--- config.mk ---
export PLATFORM = sky130hd
export DESIGN_NAME = grid_local_maximum_finder
export DESIGN_NICKNAME = d
export VERILOG_FILES = /design/src/rtl/core/glmf_pkg.sv /design/src/rtl/core/grid_local_maximum_finder.sv /design/src/rtl/core/glmf_ram.sv /design/src/rtl/core/glmf_fifo.sv /design/src/rtl/core/glmf_front.sv /design/src/rtl/core/glmf_back.sv
export SDC_FILE = /design/constraint.sdc
export NUM_CORES = 2
export LEC_CHECK = 0
export CAP_MARGIN = 20
export CORE_MARGIN = 3
export CORE_UTILIZATION = 25
export CTS_CLUSTER_SIZE = 14
export DETAILED_ROUTE_END_ITERATION = 12
export DONT_BUFFER_PORTS = 1
export SETUP_SLACK_MARGIN = 0.4
export SYNTH_ARGS = -nofsm -noshare
export SYNTH_HDL_FRONTEND = slang
export SYNTH_SLANG_ARGS = --single-unit
--- constraint.sdc ---
create_clock -name clk -period 5.26 [get_ports clk]
set_clock_uncertainty 0.2 [all_clocks]
set_input_delay 0 -clock clk [delete_from_list [all_inputs] [get_ports clk]]
set_output_delay 0 -clock clk [all_outputs]
set_load 0.005 [all_outputs]
--- src/rtl/core/glmf_pkg.sv ---
// Shared types and constants for the grid local maximum finder.
// Holds the record control group, the back-end state type and the
// register indexes; depends on nothing else.
package glmf_pkg;

  localparam int CFG_INDEX_W = 2;
  localparam int CFG_DATA_W  = 6;
  localparam int OUT_ROW_W   = 5;
  localparam int OUT_COL_W   = 5;
  localparam int OUT_DATA_W  = 16;
  localparam int QUEUE_DEPTH = 4;

  localparam logic [CFG_INDEX_W-1:0] CFG_GRID_ROWS = 2'd0;
  localparam logic [CFG_INDEX_W-1:0] CFG_GRID_COLS = 2'd1;

  typedef logic [1:0] line_t;

  localparam line_t LINE_FIRST = 2'd0;
  localparam line_t LINE_LAST  = 2'd2;

  typedef struct packed {
    logic  decide;
    logic  above;
    logic  flush;
    line_t line;
  } ctl_t;

  typedef enum logic [2:0] {
    ST_IDLE,
    ST_RD_CEN,
    ST_RD_SIDE,
    ST_DECIDE,
    ST_EMIT,
    ST_FINISH
  } state_t;

  function automatic line_t line_next(line_t l);
    line_t n;
    n = (l == LINE_LAST) ? LINE_FIRST : line_t'(l + 2'd1);
    return n;
  endfunction

  function automatic line_t line_prev(line_t l);
    line_t n;
    n = (l == LINE_FIRST) ? LINE_LAST : line_t'(l - 2'd1);
    return n;
  endfunction

endpackage

--- src/rtl/core/grid_local_maximum_finder.sv ---
// Usage: grid values enter on the in_ stream in raster order; the out_ stream
// carries the row and column of every cell that is not below any of its
// 4-neighbours, so plateaus count. Grid size is set on the cfg_ channel,
// register 0 for rows and 1 for columns, each clamped to 2..MAX_DIM; a write
// restarts the frame at row 0, column 0 and must be made while the block is idle,
// which the block itself does not enforce. Decisions for a row leave while the
// row below arrives; the last value of a frame also releases the decisions for
// the final row. out_tlast marks the last result caused by one input transaction.
// Timing: a first-row value is only stored; any other value passes the states
// for the two-port row store reads (centre, then sides), decide, emit and
// finish. The last value of a frame repeats the reads, decide and emit for each
// column of the last row. A four-entry queue lets input transactions be taken
// while the back end works, and the result register lets the back end go on
// while a result waits. When the receiver stalls, the back end waits only when
// a second result is ready; the queue then fills and in_tready falls.
// Reset clears positions, sizes (2 by 2) and all pending work; the row store
// needs no clearing, since every read whose value is used hits an entry written in the frame.
// Contents: top level; depends on glmf_pkg, glmf_front, glmf_fifo and glmf_back.
module grid_local_maximum_finder
  import glmf_pkg::*;
#(
  parameter int MAX_DIM    = 32,
  parameter int VALUE_BITS = 16
) (
  input  logic                                 clk,
  input  logic                                 rst_n,
  input  logic                                 cfg_valid,
  output logic                                 cfg_ready,
  input  logic [CFG_INDEX_W-1:0]               cfg_index,
  input  logic [CFG_DATA_W-1:0]                cfg_data,
  input  logic                                 in_tvalid,
  output logic                                 in_tready,
  input  logic [((VALUE_BITS+7)/8)*8-1:0]      in_tdata,   // [VALUE_BITS-1:0] cell_value
  output logic                                 out_tvalid,
  input  logic                                 out_tready,
  output logic [OUT_DATA_W-1:0]                out_tdata,  // [4:0] peak_row, [9:5] peak_col
  output logic                                 out_tlast
);

  localparam int CW    = $clog2(MAX_DIM);
  localparam int DW    = $clog2(MAX_DIM + 1);
  localparam int CTL_W = $bits(ctl_t);
  localparam int REC_W = CTL_W + 2 * CW + VALUE_BITS;

  logic                  f_valid, f_ready, b_valid, b_ready;
  ctl_t                  f_ctl, b_ctl;
  logic [CW-1:0]         f_row, f_col, b_row, b_col;
  logic [VALUE_BITS-1:0] f_value, b_value;
  logic [DW-1:0]         grid_cols;
  logic [REC_W-1:0]      q_in, q_out;

  glmf_front #(
    .MAX_DIM    (MAX_DIM),
    .VALUE_BITS (VALUE_BITS)
  ) u_front (
    .clk       (clk),
    .rst_n     (rst_n),
    .cfg_valid (cfg_valid),
    .cfg_ready (cfg_ready),
    .cfg_index (cfg_index),
    .cfg_data  (cfg_data),
    .in_valid  (in_tvalid),
    .in_ready  (in_tready),
    .in_value  (in_tdata[VALUE_BITS-1:0]),
    .rec_valid (f_valid),
    .rec_ready (f_ready),
    .rec_ctl   (f_ctl),
    .rec_row   (f_row),
    .rec_col   (f_col),
    .rec_value (f_value),
    .grid_cols (grid_cols)
  );

  assign q_in = {f_ctl, f_row, f_col, f_value};

  glmf_fifo #(
    .WIDTH (REC_W),
    .DEPTH (QUEUE_DEPTH)
  ) u_queue (
    .clk      (clk),
    .rst_n    (rst_n),
    .wr_valid (f_valid),
    .wr_ready (f_ready),
    .wr_data  (q_in),
    .rd_valid (b_valid),
    .rd_ready (b_ready),
    .rd_data  (q_out)
  );

  assign {b_ctl, b_row, b_col, b_value} = q_out;

  glmf_back #(
    .MAX_DIM    (MAX_DIM),
    .VALUE_BITS (VALUE_BITS)
  ) u_back (
    .clk        (clk),
    .rst_n      (rst_n),
    .rec_valid  (b_valid),
    .rec_ready  (b_ready),
    .rec_ctl    (b_ctl),
    .rec_row    (b_row),
    .rec_col    (b_col),
    .rec_value  (b_value),
    .grid_cols  (grid_cols),
    .out_tvalid (out_tvalid),
    .out_tready (out_tready),
    .out_tdata  (out_tdata),
    .out_tlast  (out_tlast)
  );

endmodule

--- src/rtl/core/glmf_ram.sv ---
// Generic memory with one write port and two registered read ports.
// Used for the row store; depends on nothing else.
module glmf_ram #(
  parameter int WIDTH = 16,
  parameter int DEPTH = 96
) (
  input  logic                     clk,
  input  logic                     we,
  input  logic [$clog2(DEPTH)-1:0] waddr,
  input  logic [WIDTH-1:0]         wdata,
  input  logic [$clog2(DEPTH)-1:0] raddr_a,
  input  logic [$clog2(DEPTH)-1:0] raddr_b,
  output logic [WIDTH-1:0]         rdata_a,
  output logic [WIDTH-1:0]         rdata_b
);

  logic [WIDTH-1:0] mem_r [DEPTH];

  always_ff @(posedge clk) begin
    if (we) begin
      mem_r[waddr] <= wdata;
    end
    rdata_a <= mem_r[raddr_a];
    rdata_b <= mem_r[raddr_b];
  end

endmodule

--- src/rtl/core/glmf_fifo.sv ---
// Small register queue between the front end and the back end.
// Generic in width and depth; depends on nothing else.
module glmf_fifo #(
  parameter int WIDTH = 32,
  parameter int DEPTH = 4
) (
  input  logic             clk,
  input  logic             rst_n,
  input  logic             wr_valid,
  output logic             wr_ready,
  input  logic [WIDTH-1:0] wr_data,
  output logic             rd_valid,
  input  logic             rd_ready,
  output logic [WIDTH-1:0] rd_data
);

  localparam int PW = (DEPTH > 1) ? $clog2(DEPTH) : 1;
  localparam int CW = $clog2(DEPTH + 1);

  logic [WIDTH-1:0] mem_r [DEPTH];
  logic [PW-1:0]    wr_ptr_r, wr_ptr_nxt;
  logic [PW-1:0]    rd_ptr_r, rd_ptr_nxt;
  logic [CW-1:0]    count_r, count_nxt;
  logic             push, pop;

  assign wr_ready = (count_r != CW'(DEPTH));
  assign rd_valid = (count_r != '0);
  assign rd_data  = mem_r[rd_ptr_r];
  assign push     = wr_valid && wr_ready;
  assign pop      = rd_valid && rd_ready;

  always_comb begin
    wr_ptr_nxt = wr_ptr_r;
    rd_ptr_nxt = rd_ptr_r;
    count_nxt  = count_r;
    if (push) begin
      wr_ptr_nxt = (wr_ptr_r == PW'(DEPTH - 1)) ? '0 : PW'(wr_ptr_r + 1'b1);
    end
    if (pop) begin
      rd_ptr_nxt = (rd_ptr_r == PW'(DEPTH - 1)) ? '0 : PW'(rd_ptr_r + 1'b1);
    end
    if (push && !pop) begin
      count_nxt = CW'(count_r + 1'b1);
    end else if (pop && !push) begin
      count_nxt = CW'(count_r - 1'b1);
    end
  end

  always_ff @(posedge clk) begin
    if (!rst_n) begin
      wr_ptr_r <= '0;
      rd_ptr_r <= '0;
      count_r  <= '0;
    end else begin
      wr_ptr_r <= wr_ptr_nxt;
      rd_ptr_r <= rd_ptr_nxt;
      count_r  <= count_nxt;
    end
  end

  always_ff @(posedge clk) begin
    if (push) begin
      mem_r[wr_ptr_r] <= wr_data;
    end
  end

endmodule

--- src/rtl/core/glmf_front.sv ---
// Front end: holds the grid size registers and the raster position, and
// classifies each accepted value into a record for the back end. Uses glmf_pkg.
module glmf_front
  import glmf_pkg::*;
#(
  parameter int MAX_DIM    = 32,
  parameter int VALUE_BITS = 16
) (
  input  logic                           clk,
  input  logic                           rst_n,
  input  logic                           cfg_valid,
  output logic                           cfg_ready,
  input  logic [CFG_INDEX_W-1:0]         cfg_index,
  input  logic [CFG_DATA_W-1:0]          cfg_data,
  input  logic                           in_valid,
  output logic                           in_ready,
  input  logic [VALUE_BITS-1:0]          in_value,
  output logic                           rec_valid,
  input  logic                           rec_ready,
  output ctl_t                           rec_ctl,
  output logic [$clog2(MAX_DIM)-1:0]     rec_row,
  output logic [$clog2(MAX_DIM)-1:0]     rec_col,
  output logic [VALUE_BITS-1:0]          rec_value,
  output logic [$clog2(MAX_DIM+1)-1:0]   grid_cols
);

  localparam int CW = $clog2(MAX_DIM);
  localparam int DW = $clog2(MAX_DIM + 1);

  logic [DW-1:0] rows_r, rows_nxt;
  logic [DW-1:0] cols_r, cols_nxt;
  logic [CW-1:0] row_r, row_nxt;
  logic [CW-1:0] col_r, col_nxt;
  line_t         line_r, line_nxt;
  logic [DW-1:0] cfg_dim;
  logic          last_col, last_row, accept, cfg_hit;

  assign cfg_ready = 1'b1;
  assign in_ready  = rec_ready;
  assign rec_valid = in_valid;
  assign rec_value = in_value;
  assign rec_row   = row_r;
  assign rec_col   = col_r;
  assign grid_cols = cols_r;
  assign accept    = in_valid && rec_ready;
  assign last_col  = (DW'(col_r) + DW'(1) == cols_r);
  assign last_row  = (DW'(row_r) + DW'(1) == rows_r);
  assign cfg_hit   = cfg_valid && ((cfg_index == CFG_GRID_ROWS) || (cfg_index == CFG_GRID_COLS));

  always_comb begin
    if (cfg_data < CFG_DATA_W'(2)) begin
      cfg_dim = DW'(2);
    end else if (int'(cfg_data) > MAX_DIM) begin
      cfg_dim = DW'(MAX_DIM);
    end else begin
      cfg_dim = DW'(cfg_data);
    end
  end

  always_comb begin
    rec_ctl.decide = (row_r != '0);
    rec_ctl.above  = (row_r > CW'(1));
    rec_ctl.flush  = last_row && last_col;
    rec_ctl.line   = line_r;
  end

  always_comb begin
    rows_nxt = rows_r;
    cols_nxt = cols_r;
    row_nxt  = row_r;
    col_nxt  = col_r;
    line_nxt = line_r;
    if (accept) begin
      if (last_col) begin
        col_nxt = '0;
        if (last_row) begin
          row_nxt  = '0;
          line_nxt = LINE_FIRST;
        end else begin
          row_nxt  = CW'(row_r + 1'b1);
          line_nxt = line_next(line_r);
        end
      end else begin
        col_nxt = CW'(col_r + 1'b1);
      end
    end
    if (cfg_hit) begin
      if (cfg_index == CFG_GRID_ROWS) begin
        rows_nxt = cfg_dim;
      end else begin
        cols_nxt = cfg_dim;
      end
      row_nxt  = '0;
      col_nxt  = '0;
      line_nxt = LINE_FIRST;
    end
  end

  always_ff @(posedge clk) begin
    if (!rst_n) begin
      rows_r <= DW'(2);
      cols_r <= DW'(2);
      row_r  <= '0;
      col_r  <= '0;
      line_r <= LINE_FIRST;
    end else begin
      rows_r <= rows_nxt;
      cols_r <= cols_nxt;
      row_r  <= row_nxt;
      col_r  <= col_nxt;
      line_r <= line_nxt;
    end
  end

endmodule

--- src/rtl/core/glmf_back.sv ---
// Back end: stores each value in the three-line row store, makes the
// neighbour comparisons and drives the result register. Uses glmf_pkg and glmf_ram.
module glmf_back
  import glmf_pkg::*;
#(
  parameter int MAX_DIM    = 32,
  parameter int VALUE_BITS = 16
) (
  input  logic                          clk,
  input  logic                          rst_n,
  input  logic                          rec_valid,
  output logic                          rec_ready,
  input  ctl_t                          rec_ctl,
  input  logic [$clog2(MAX_DIM)-1:0]    rec_row,
  input  logic [$clog2(MAX_DIM)-1:0]    rec_col,
  input  logic [VALUE_BITS-1:0]         rec_value,
  input  logic [$clog2(MAX_DIM+1)-1:0]  grid_cols,
  output logic                          out_tvalid,
  input  logic                          out_tready,
  output logic [OUT_DATA_W-1:0]         out_tdata,
  output logic                          out_tlast
);

  localparam int CW    = $clog2(MAX_DIM);
  localparam int DW    = $clog2(MAX_DIM + 1);
  localparam int DEPTH = 3 * MAX_DIM;
  localparam int AW    = $clog2(DEPTH);
  localparam int PAD_W = OUT_DATA_W - OUT_ROW_W - OUT_COL_W;

  function automatic logic [AW-1:0] addr_of(line_t l, logic [CW-1:0] c);
    logic [AW-1:0] a;
    a = AW'(AW'(l) * AW'(MAX_DIM)) + AW'(c);
    return a;
  endfunction

  state_t                        state_r, state_nxt;
  logic [CW-1:0]                 row_r, row_nxt;
  line_t                         line_r, line_nxt;
  logic signed [VALUE_BITS-1:0]  val_r, val_nxt;
  logic                          flush_pend_r, flush_pend_nxt;
  logic                          flushing_r, flushing_nxt;
  logic [CW-1:0]                 op_row_r, op_row_nxt;
  logic [CW-1:0]                 op_col_r, op_col_nxt;
  line_t                         xl_r, xl_nxt;
  line_t                         yl_r, yl_nxt;
  logic                          above_ok_r, above_ok_nxt;
  logic                          below_ok_r, below_ok_nxt;
  logic signed [VALUE_BITS-1:0]  center_r, center_nxt;
  logic signed [VALUE_BITS-1:0]  above_r, above_nxt;
  logic                          peak_r, peak_nxt;
  logic                          held_valid_r, held_valid_nxt;
  logic [CW-1:0]                 held_row_r, held_row_nxt;
  logic [CW-1:0]                 held_col_r, held_col_nxt;
  logic                          out_valid_r, out_valid_nxt;
  logic [CW-1:0]                 out_row_r, out_row_nxt;
  logic [CW-1:0]                 out_col_r, out_col_nxt;
  logic                          out_last_r, out_last_nxt;

  logic                          ram_we;
  logic [AW-1:0]                 ram_waddr, ram_raddr_a, ram_raddr_b;
  logic [VALUE_BITS-1:0]         ram_rdata_a, ram_rdata_b;
  logic signed [VALUE_BITS-1:0]  left_v, right_v;
  logic                          left_ok, right_ok, more_cols, out_free, is_peak;
  logic [CW-1:0]                 left_col, right_col;

  glmf_ram #(
    .WIDTH (VALUE_BITS),
    .DEPTH (DEPTH)
  ) u_row_store (
    .clk     (clk),
    .we      (ram_we),
    .waddr   (ram_waddr),
    .wdata   (rec_value),
    .raddr_a (ram_raddr_a),
    .raddr_b (ram_raddr_b),
    .rdata_a (ram_rdata_a),
    .rdata_b (ram_rdata_b)
  );

  assign out_tvalid = out_valid_r;
  assign out_tlast  = out_last_r;
  assign out_tdata  = {PAD_W'(0), OUT_COL_W'(out_col_r), OUT_ROW_W'(out_row_r)};

  assign left_ok   = (op_col_r != '0);
  assign more_cols = (DW'(op_col_r) + DW'(1) < grid_cols);
  assign right_ok  = more_cols;
  assign left_col  = left_ok ? CW'(op_col_r - 1'b1) : op_col_r;
  assign right_col = right_ok ? CW'(op_col_r + 1'b1) : op_col_r;
  assign left_v    = $signed(ram_rdata_a);
  assign right_v   = $signed(ram_rdata_b);
  assign out_free  = !out_valid_r || out_tready;
  assign ram_waddr = addr_of(rec_ctl.line, rec_col);

  assign is_peak = !(above_ok_r && (center_r < above_r)) &&
                   !(below_ok_r && (center_r < val_r)) &&
                   !(left_ok && (center_r < left_v)) &&
                   !(right_ok && (center_r < right_v));

  always_comb begin
    state_nxt      = state_r;
    row_nxt        = row_r;
    line_nxt       = line_r;
    val_nxt        = val_r;
    flush_pend_nxt = flush_pend_r;
    flushing_nxt   = flushing_r;
    op_row_nxt     = op_row_r;
    op_col_nxt     = op_col_r;
    xl_nxt         = xl_r;
    yl_nxt         = yl_r;
    above_ok_nxt   = above_ok_r;
    below_ok_nxt   = below_ok_r;
    center_nxt     = center_r;
    above_nxt      = above_r;
    peak_nxt       = peak_r;
    held_valid_nxt = held_valid_r;
    held_row_nxt   = held_row_r;
    held_col_nxt   = held_col_r;
    out_valid_nxt  = out_valid_r;
    out_row_nxt    = out_row_r;
    out_col_nxt    = out_col_r;
    out_last_nxt   = out_last_r;
    rec_ready      = 1'b0;
    ram_we         = 1'b0;
    ram_raddr_a    = addr_of(xl_r, op_col_r);
    ram_raddr_b    = addr_of(yl_r, op_col_r);

    if (out_valid_r && out_tready) begin
      out_valid_nxt = 1'b0;
    end

    case (state_r)
      ST_IDLE: begin
        if (rec_valid) begin
          rec_ready      = 1'b1;
          ram_we         = 1'b1;
          val_nxt        = $signed(rec_value);
          row_nxt        = rec_row;
          line_nxt       = rec_ctl.line;
          flush_pend_nxt = rec_ctl.flush;
          if (rec_ctl.decide) begin
            op_row_nxt   = CW'(rec_row - 1'b1);
            op_col_nxt   = rec_col;
            xl_nxt       = line_prev(rec_ctl.line);
            yl_nxt       = line_next(rec_ctl.line);
            above_ok_nxt = rec_ctl.above;
            below_ok_nxt = 1'b1;
            flushing_nxt = 1'b0;
            state_nxt    = ST_RD_CEN;
          end else if (rec_ctl.flush) begin
            op_row_nxt     = rec_row;
            op_col_nxt     = '0;
            xl_nxt         = rec_ctl.line;
            yl_nxt         = line_prev(rec_ctl.line);
            above_ok_nxt   = 1'b1;
            below_ok_nxt   = 1'b0;
            flushing_nxt   = 1'b1;
            flush_pend_nxt = 1'b0;
            state_nxt      = ST_RD_CEN;
          end
        end
      end
      ST_RD_CEN: begin
        state_nxt = ST_RD_SIDE;
      end
      ST_RD_SIDE: begin
        center_nxt  = $signed(ram_rdata_a);
        above_nxt   = $signed(ram_rdata_b);
        ram_raddr_a = addr_of(xl_r, left_col);
        ram_raddr_b = addr_of(xl_r, right_col);
        state_nxt   = ST_DECIDE;
      end
      ST_DECIDE: begin
        peak_nxt  = is_peak;
        state_nxt = ST_EMIT;
      end
      ST_EMIT: begin
        if (!peak_r || !held_valid_r || out_free) begin
          if (peak_r) begin
            if (held_valid_r) begin
              out_valid_nxt = 1'b1;
              out_row_nxt   = held_row_r;
              out_col_nxt   = held_col_r;
              out_last_nxt  = 1'b0;
            end
            held_valid_nxt = 1'b1;
            held_row_nxt   = op_row_r;
            held_col_nxt   = op_col_r;
          end
          if (!flushing_r && flush_pend_r) begin
            op_row_nxt     = row_r;
            op_col_nxt     = '0;
            xl_nxt         = line_r;
            yl_nxt         = line_prev(line_r);
            above_ok_nxt   = 1'b1;
            below_ok_nxt   = 1'b0;
            flushing_nxt   = 1'b1;
            flush_pend_nxt = 1'b0;
            state_nxt      = ST_RD_CEN;
          end else if (flushing_r && more_cols) begin
            op_col_nxt = CW'(op_col_r + 1'b1);
            state_nxt  = ST_RD_CEN;
          end else begin
            state_nxt = ST_FINISH;
          end
        end
      end
      ST_FINISH: begin
        if (!held_valid_r) begin
          state_nxt = ST_IDLE;
        end else if (out_free) begin
          out_valid_nxt  = 1'b1;
          out_row_nxt    = held_row_r;
          out_col_nxt    = held_col_r;
          out_last_nxt   = 1'b1;
          held_valid_nxt = 1'b0;
          state_nxt      = ST_IDLE;
        end
      end
      default: begin
        state_nxt = ST_IDLE;
      end
    endcase
  end

  always_ff @(posedge clk) begin
    if (!rst_n) begin
      state_r      <= ST_IDLE;
      flush_pend_r <= 1'b0;
      flushing_r   <= 1'b0;
      held_valid_r <= 1'b0;
      out_valid_r  <= 1'b0;
    end else begin
      state_r      <= state_nxt;
      flush_pend_r <= flush_pend_nxt;
      flushing_r   <= flushing_nxt;
      held_valid_r <= held_valid_nxt;
      out_valid_r  <= out_valid_nxt;
    end
  end

  always_ff @(posedge clk) begin
    row_r      <= row_nxt;
    line_r     <= line_nxt;
    val_r      <= val_nxt;
    op_row_r   <= op_row_nxt;
    op_col_r   <= op_col_nxt;
    xl_r       <= xl_nxt;
    yl_r       <= yl_nxt;
    above_ok_r <= above_ok_nxt;
    below_ok_r <= below_ok_nxt;
    center_r   <= center_nxt;
    above_r    <= above_nxt;
    peak_r     <= peak_nxt;
    held_row_r <= held_row_nxt;
    held_col_r <= held_col_nxt;
    out_row_r  <= out_row_nxt;
    out_col_r  <= out_col_nxt;
    out_last_r <= out_last_nxt;
  end

endmodule
# --- After elaboration in Yosys (flattened, before gate mapping) ---
# Memories as Yosys holds them, arrays and structs flattened. A register that Yosys moved wholly into a read port is not among the register bits.
# Cells that the tools add are included.
word_totals:
  reg_bits: 131
  mem_bits_rw: 1660
  input_bits: 29
  out_inout_bits: 20
  word_cells: 245
  memories: 2
classes:
  n_addsub: 21
  n_lt_le_gt_ge: 8
  n_eq_ne: 23
  muxes: 107
  bitwise: 2
  reduce_logical: 52
memory_table:
  columns: ["name", "depth", "width", "rd", "rd_clocked_by_memory_dff", "write_ports", "line", "text"]
  rows:
  - ["u_back.u_row_store.mem_r", 96, 16, 2, 2, 1, "glmf_ram.sv:17", "logic [WIDTH-1:0] mem_r [DEPTH];"]
  - ["u_queue.mem_r", 4, 31, 1, 1, 1, "glmf_fifo.sv:20", "logic [WIDTH-1:0] mem_r [DEPTH];"]
ops:
  columns: ["operator", "count"]
  rows:
  - ["two-way mux 5 bit", 25]
  - ["less-than comparator 16 bit", 4]
  - ["case mux 5 bit (2 select lines)", 4]
  - ["two-way mux 2 bit", 19]
  - ["adder 7 x 5 -> 7 bit", 5]
  - ["two-way mux 1 bit", 35]
  - ["two-way mux 3 bit", 10]
  - ["adder 5 x 1 -> 6 bit, second input constant", 3]
  - ["case mux 3 bit (6 select lines)", 1]
  - ["logical AND 1 bit", 16]
  - ["adder 5 x 1 -> 5 bit, second input constant", 3]
  - ["two-way mux 7 bit", 2]
  - ["case mux 1 bit (2 select lines)", 7]
  - ["== test 6 bit", 2]
  - ["two-way mux 6 bit", 2]
  - ["!= test 2 x 1 -> 1 bit, second input constant", 6]
  - ["logical NOT 1 bit", 10]
  - ["AND reduction 5 bit", 2]
  - ["nonzero test 5 bit", 2]
  - ["subtractor 5 x 1 -> 5 bit, second input constant", 2]
  - ["!= test 3 bit, second input constant", 3]
  - ["adder 2 x 1 -> 2 bit, second input constant", 4]
  - ["== test 2 bit, second input constant", 4]
  - ["case mux 2 bit (2 select lines)", 2]
  - ["24 further kinds", 40]

# --- Depth between registers and ports, before layout ---
depth:
  depth_word: 7
  mapped_depth: 21
  ltp_nobuf: 14

# --- By module ---
# A second synthesis with hierarchy kept.
unflattened:
  cells_unflattened: 4602
  hier_area_um2: 84357.2
by_module_without_submodules:
  columns: ["mod", "instances", "cells_each", "area_per_inst_um2", "seq_area_each_um2"]
  rows:
  - ["glmf_ram", 1, 3709, 72158.0, 46764.9]
  - ["glmf_back", 1, 488, 5632.9, 2932.8]
  - ["glmf_fifo", 1, 212, 4933.5, 3903.7]
  - ["glmf_front", 1, 193, 1632.8, 480.5]

# --- Worst setup path after synthesis ---
# Ideal clock, no wire load.
synth_path:
  path_type: "register -> register"
  startpoint: "reg u_back.op_col_r[1]"
  endpoint: "reg u_back.u_row_store.rdata_b[15], read port of u_back.u_row_store.mem_r"
  setup_time_ns: 0.128
  arrival_ns: 4.183
  t_required_ns: 4.932
  slack_ns: 0.749
  stages_incl_launch_ff: 21
  n_path_buf: 8
  period_less_slack_ns: 4.511
  path_cell_list: "edfxtp_1 -> buf_2 -> inv_2 -> buf_1 -> clkbuf_1 -> ha_1 -> ha_1 -> a21o_1 -> a31o_2 -> a21o_1 -> buf_6 -> o2bb2ai_4 -> buf_6 -> buf_12 -> buf_6 -> buf_4 -> mux4_2 -> a22oi_1 -> nand3_1 -> a211oi_1 -> o41ai_1"
synth_via:
  elab_chain_cells: 5
  elab_cells_between_ends: 7
  classes_between: "add/sub (4); order compare (1); mux (2)"
synth_lines:
  columns: ["element", "line", "text"]
  rows:
  - ["start, declared", "glmf_back.sv:43", "logic [CW-1:0] op_col_r, op_col_nxt;"]
  - ["start signal, assigned", "glmf_back.sv:246", "op_col_r <= op_col_nxt;"]
  - ["adder 5 x 1 -> 6 bit", "glmf_back.sv:85", "assign more_cols = (DW'(op_col_r) + DW'(1) < grid_cols);"]
  - ["less-than comparator 6 bit", "glmf_back.sv:85", null]
  - ["two-way mux 5 bit", "glmf_back.sv:88", "assign right_col = right_ok ? CW'(op_col_r + 1'b1) : op_col_r;"]
  - ["adder 7 x 5 -> 7 bit", "glmf_back.sv:32", "a = AW'(AW'(l) * AW'(MAX_DIM)) + AW'(c);"]
  - ["two-way mux 7 bit *", "glmf_back.sv:131", "case (state_r)"]
  - ["end, declared", "glmf_ram.sv:14", "output logic [WIDTH-1:0] rdata_b"]
# Every way passes the cells marked *; elsewhere a longest branch is shown, timed or not.
# A chain may end at the register's enable or synchronous reset.

# --- Final worst setup path ---
layout_path:
  startpoint: "reg u_back.op_col_r[0]"
  endpoint: "reg u_back.u_row_store.rdata_b[5], read port of u_back.u_row_store.mem_r"
# The elaborated chain is that of the path after synthesis.

==> results.md <==
- Crit-path max cell delay: 0.56 ns
- Sw Pwr: 29.26 mW
- Fin crit period: 4.900 ns
- HP Class: in -> reg
- Cell-internal power: 39.18 mW
- CP max-delay cell: nand4_1
- Number of cell rows: 221
- CTS tree: built
- Final period utilization: 93.16%
- Unique masters post-synth: 82
- Tot GR Track Use: 17.69%
- Setup WS pre-CTS: -0.2954 ns
- Vias in the first global route: 63550
- Largest fanout on the critical path: 21
- Via count: 65400
- FMAX: 204.1 MHz
- Setup CP Type: reg -> reg
- First-pass GRT wire length: 477100 µm
- Largest net degree at the start of global routing: 98
- Die height: 609.7 µm
- Post-Layout Inst Area: 107700 µm²
- Register area share after synthesis: 59.36%
- Async set-reset flop share out of synthesis: 0%
- Sw Share: 42.75%
- Top layer in use: met5
- P&R area growth vs syn: 18.24%
- DR iter-0 viols: 9565
- Commonest non-fill, non-tap cell in the layout: edfxtp_1
- # IOs: 49
- Slew headroom: 17.14%
- Mapped Area: 91110 µm²
- Max-slew violation count: 0
- Yosys warnings: 0
- Maximum clock insertion buffer count: 3
- Post-synthesis mux area share: 19.30%
- FF+latch count, synth: 1825
- Placed insts: 11290
- Simple-gate share of the synthesized area: 8.080%
- Total power draw: 68.43 mW
- Synth Area in Adders: 1.189%
- Syn Inst Count: 6524
- Initial antenna violation count: 22
- XOR/XNOR Fraction of Synth Area: 0.3255%
- CTS sink count: 1825
- Total grt overflow: 0
- Gate power share: 51.3%
- Wl on met1: 125600 µm
- Final Setup Violations: 0
- DIE WIDTH: 609.7 µm
- Reg power frac: 28.0%
- Peak VDD IR: 536.9 µV
- GP Congestion: 0.9667
- Final hold vios: 0
- Worst Path Arrival: 5.47 ns
- Die ar.: 371700 µm²
- Share of layout cells above drive strength 1: 21.43%
- Worst hold slack: 0.07149 ns
- Main combinational cell family by area after synthesis: multiplexers
- Worst-skew pair later-pin latency: 0.89 ns
- Non-Filler Instances: 11750
- Clock-pin slew on the worst setup and hold paths: 0.06 ns
- Max cap viols: 0
- RSZ-0062 raised after global routing: true
- Met2 wire len: 151200 µm
- P_leak: 35.68 nW
- Least-Margin Pin Slew: 1.243 ns
- Total CTS buffers: 197
- Critical Path End Type: register
- Dpl cell area: 99800 µm²
- Power Density: 635.2 nW/µm²
- Compound-Gate Fraction of Synth Area: 8.905%
- DPL Wire Length: 222000 µm
- Routed length on met3: 40510 µm
- H-tree lvl count: 4
- First-pass iteration count of the detailed router: 9
- Worst path cell trace: ha_1 -> buf_4 -> xor2_2 -> ha_1 -> a21o_1 -> a31o_2 -> a21o_4 -> o2bb2ai_4 -> buf_4 -> buf_12 -> buf_16 -> mux2i_1 -> a221o_1 -> a21oi_2 -> nand4_1 -> o311ai_2
- Vias per std cell: 5.566
- Residual DRC: 0
- Worst EP required: 5.82 ns
- Setup TNS Final: 0 ns
- Clk network pwr share: 20.6%
- Number of flops mapped to enable cells by yosys: 1753
- Syn Area/Cell: 13.97 µm²
- Commonest non-fill, non-tap cells in the layout: edfxtp_1, nand2_1, mux2i_1
- Nets: 6898
- Min setup slack post-route: 0.3597 ns
- Root Buffer Master: clkbuf_16
- Starting density of the core: 25.13%
- I/O Buffers: 0
- Avg WL per Cell: 29.05 µm
- Startpoint Class: register
- Post-DRT Antenna Nets: 0
- Status: complete, no violations
- Fin util: 29.72%
- Core Area: 362500 µm²
- Final WL: 341300 µm
- Synth Flop Type: edfxtp_1
final timing paths:
| path | to | startpoint | slack (ns) | cells after the start |
|---|---|---|---|---|
| worst max-delay path | u_back.u_row_store.rdata_b[5] | u_back.op_col_r[0] | 0.36 | 16 |
| worst max register to register | u_back.u_row_store.rdata_b[5] | u_back.op_col_r[0] | 0.36 | 16 |
| worst min register to register | u_back.out_col_r[1] | u_back.held_col_r[1] | 0.22 | 0 |
| worst min-delay path | u_front.grid_cols[2] | cfg_index[1] | 0.07 | 4 |
cell type report:
| cell class | count | area (µm²) |
|---|---|---|
| clock inverter | 122 | 1360 |
| tap | 4794 | 5998 |
| sequential | 1825 | 54080 |
| timing repair buffer | 563 | 5493 |
| antenna | 8 | 20.02 |
| clock buffer | 242 | 5211 |
| multi-input combinational | 4103 | 35220 |
| inverter | 93 | 350.3 |
| fill | 35780 | 254800 |
cells in the mapped netlist (all sizes together) (17+ instances only):
| library cell | instances | share of area [%] |
|---|---|---|
| buf | 259 | 1.4 |
| nor4 | 18 | 0.12 |
| inv | 91 | 0.37 |
| xnor2 | 22 | 0.22 |
| o22ai | 90 | 0.62 |
| nand2 | 822 | 3.4 |
| a32oi | 53 | 0.51 |
| o311ai | 17 | 0.16 |
| a21oi | 360 | 2.0 |
| mux4 | 520 | 13 |
| a22oi | 140 | 1.2 |
| a21o | 28 | 0.23 |
| dfxtp | 72 | 1.6 |
| a221oi | 20 | 0.20 |
| edfxtp | 1753 | 58 |
| nor2b | 107 | 0.73 |
| nor2 | 249 | 1.0 |
| a211oi | 127 | 1.0 |
| nor3 | 38 | 0.21 |
| o211ai | 19 | 0.16 |
| nand3 | 293 | 1.6 |
| clkbuf | 249 | 1.0 |
| o2111ai | 29 | 0.28 |
| a31oi | 25 | 0.17 |
| o221ai | 74 | 0.71 |
| o21ai | 128 | 0.70 |
| ha | 85 | 1.2 |
| mux2i | 577 | 6.3 |
| nand4 | 61 | 0.42 |
registers in the layout, indices dropped and copies added, names as in the netlist, 16 cells and up, named ones only:
register                    flops
u_back.u_row_store.rdata_b     16
u_back.center_r                16
u_back.above_r                 16
u_back.u_row_store.rdata_a     16
u_back.u_row_store.mem_r     1536
u_queue.mem_r                 124
u_back.val_r                   16
per-layer routing:
layer | up-vias | GRT usage, %
li1 | 26530 | -
met1 | 33240 | 22.24
met2 | 4673 | 27.10
met3 | 947 | 4.692
met4 | 10 | 10.89
met5 | - | 0
kinds of logic (layout without fill, tap and decap cells):
group | Yosys count | in the layout
flip-flops | 1825 | 1825
AND/OR/NAND/NOR | 1664 | 1664
AO/OA/AOI/OAI | 1207 | 1207
multiplexers | 1106 | 1106
buffers and inverters | 601 | 1020
adder cells (fa/ha/maj) | 86 | 86
XOR/XNOR | 33 | 33
other | 2 | 15
worst max-delay path: cells and delay by family (launching register included):
family | cells | cell delay (ns)
XOR/XNOR | 1 | 0.19
multiplexers | 1 | 0.12
flip-flops | 1 | 0.42
AND/OR/NAND/NOR | 1 | 0.56
buffers and inverters | 4 | 0.80
AO/OA/AOI/OAI | 7 | 1.92
adder cells (fa/ha/maj) | 2 | 0.54
power groups by stage:
stage | Sequential, mW | Combinational [mW] | Clock, mW
CTS | 19.2 | 34.1 | 14.3
global placement | 19.5 | 33.3 | 0
detailed placement | 19.5 | 33.7 | 0
floorplan | 19.1 | 19.7 | 0
finish | 19.2 | 35.1 | 14.1
global route | 19.2 | 36.4 | 14.9
timing repair:
item | CTS | global route
hold buffers | 67 | 0
endpoints found under the setup margin | 24 | 20
endpoints found under the hold margin | 238 | 0
cloned | 2 | 4
pin swaps | 3 | 8
resized for setup | 35 | 46
setup buffers | 6 | 5
Power figures use the tool's default switching activity.
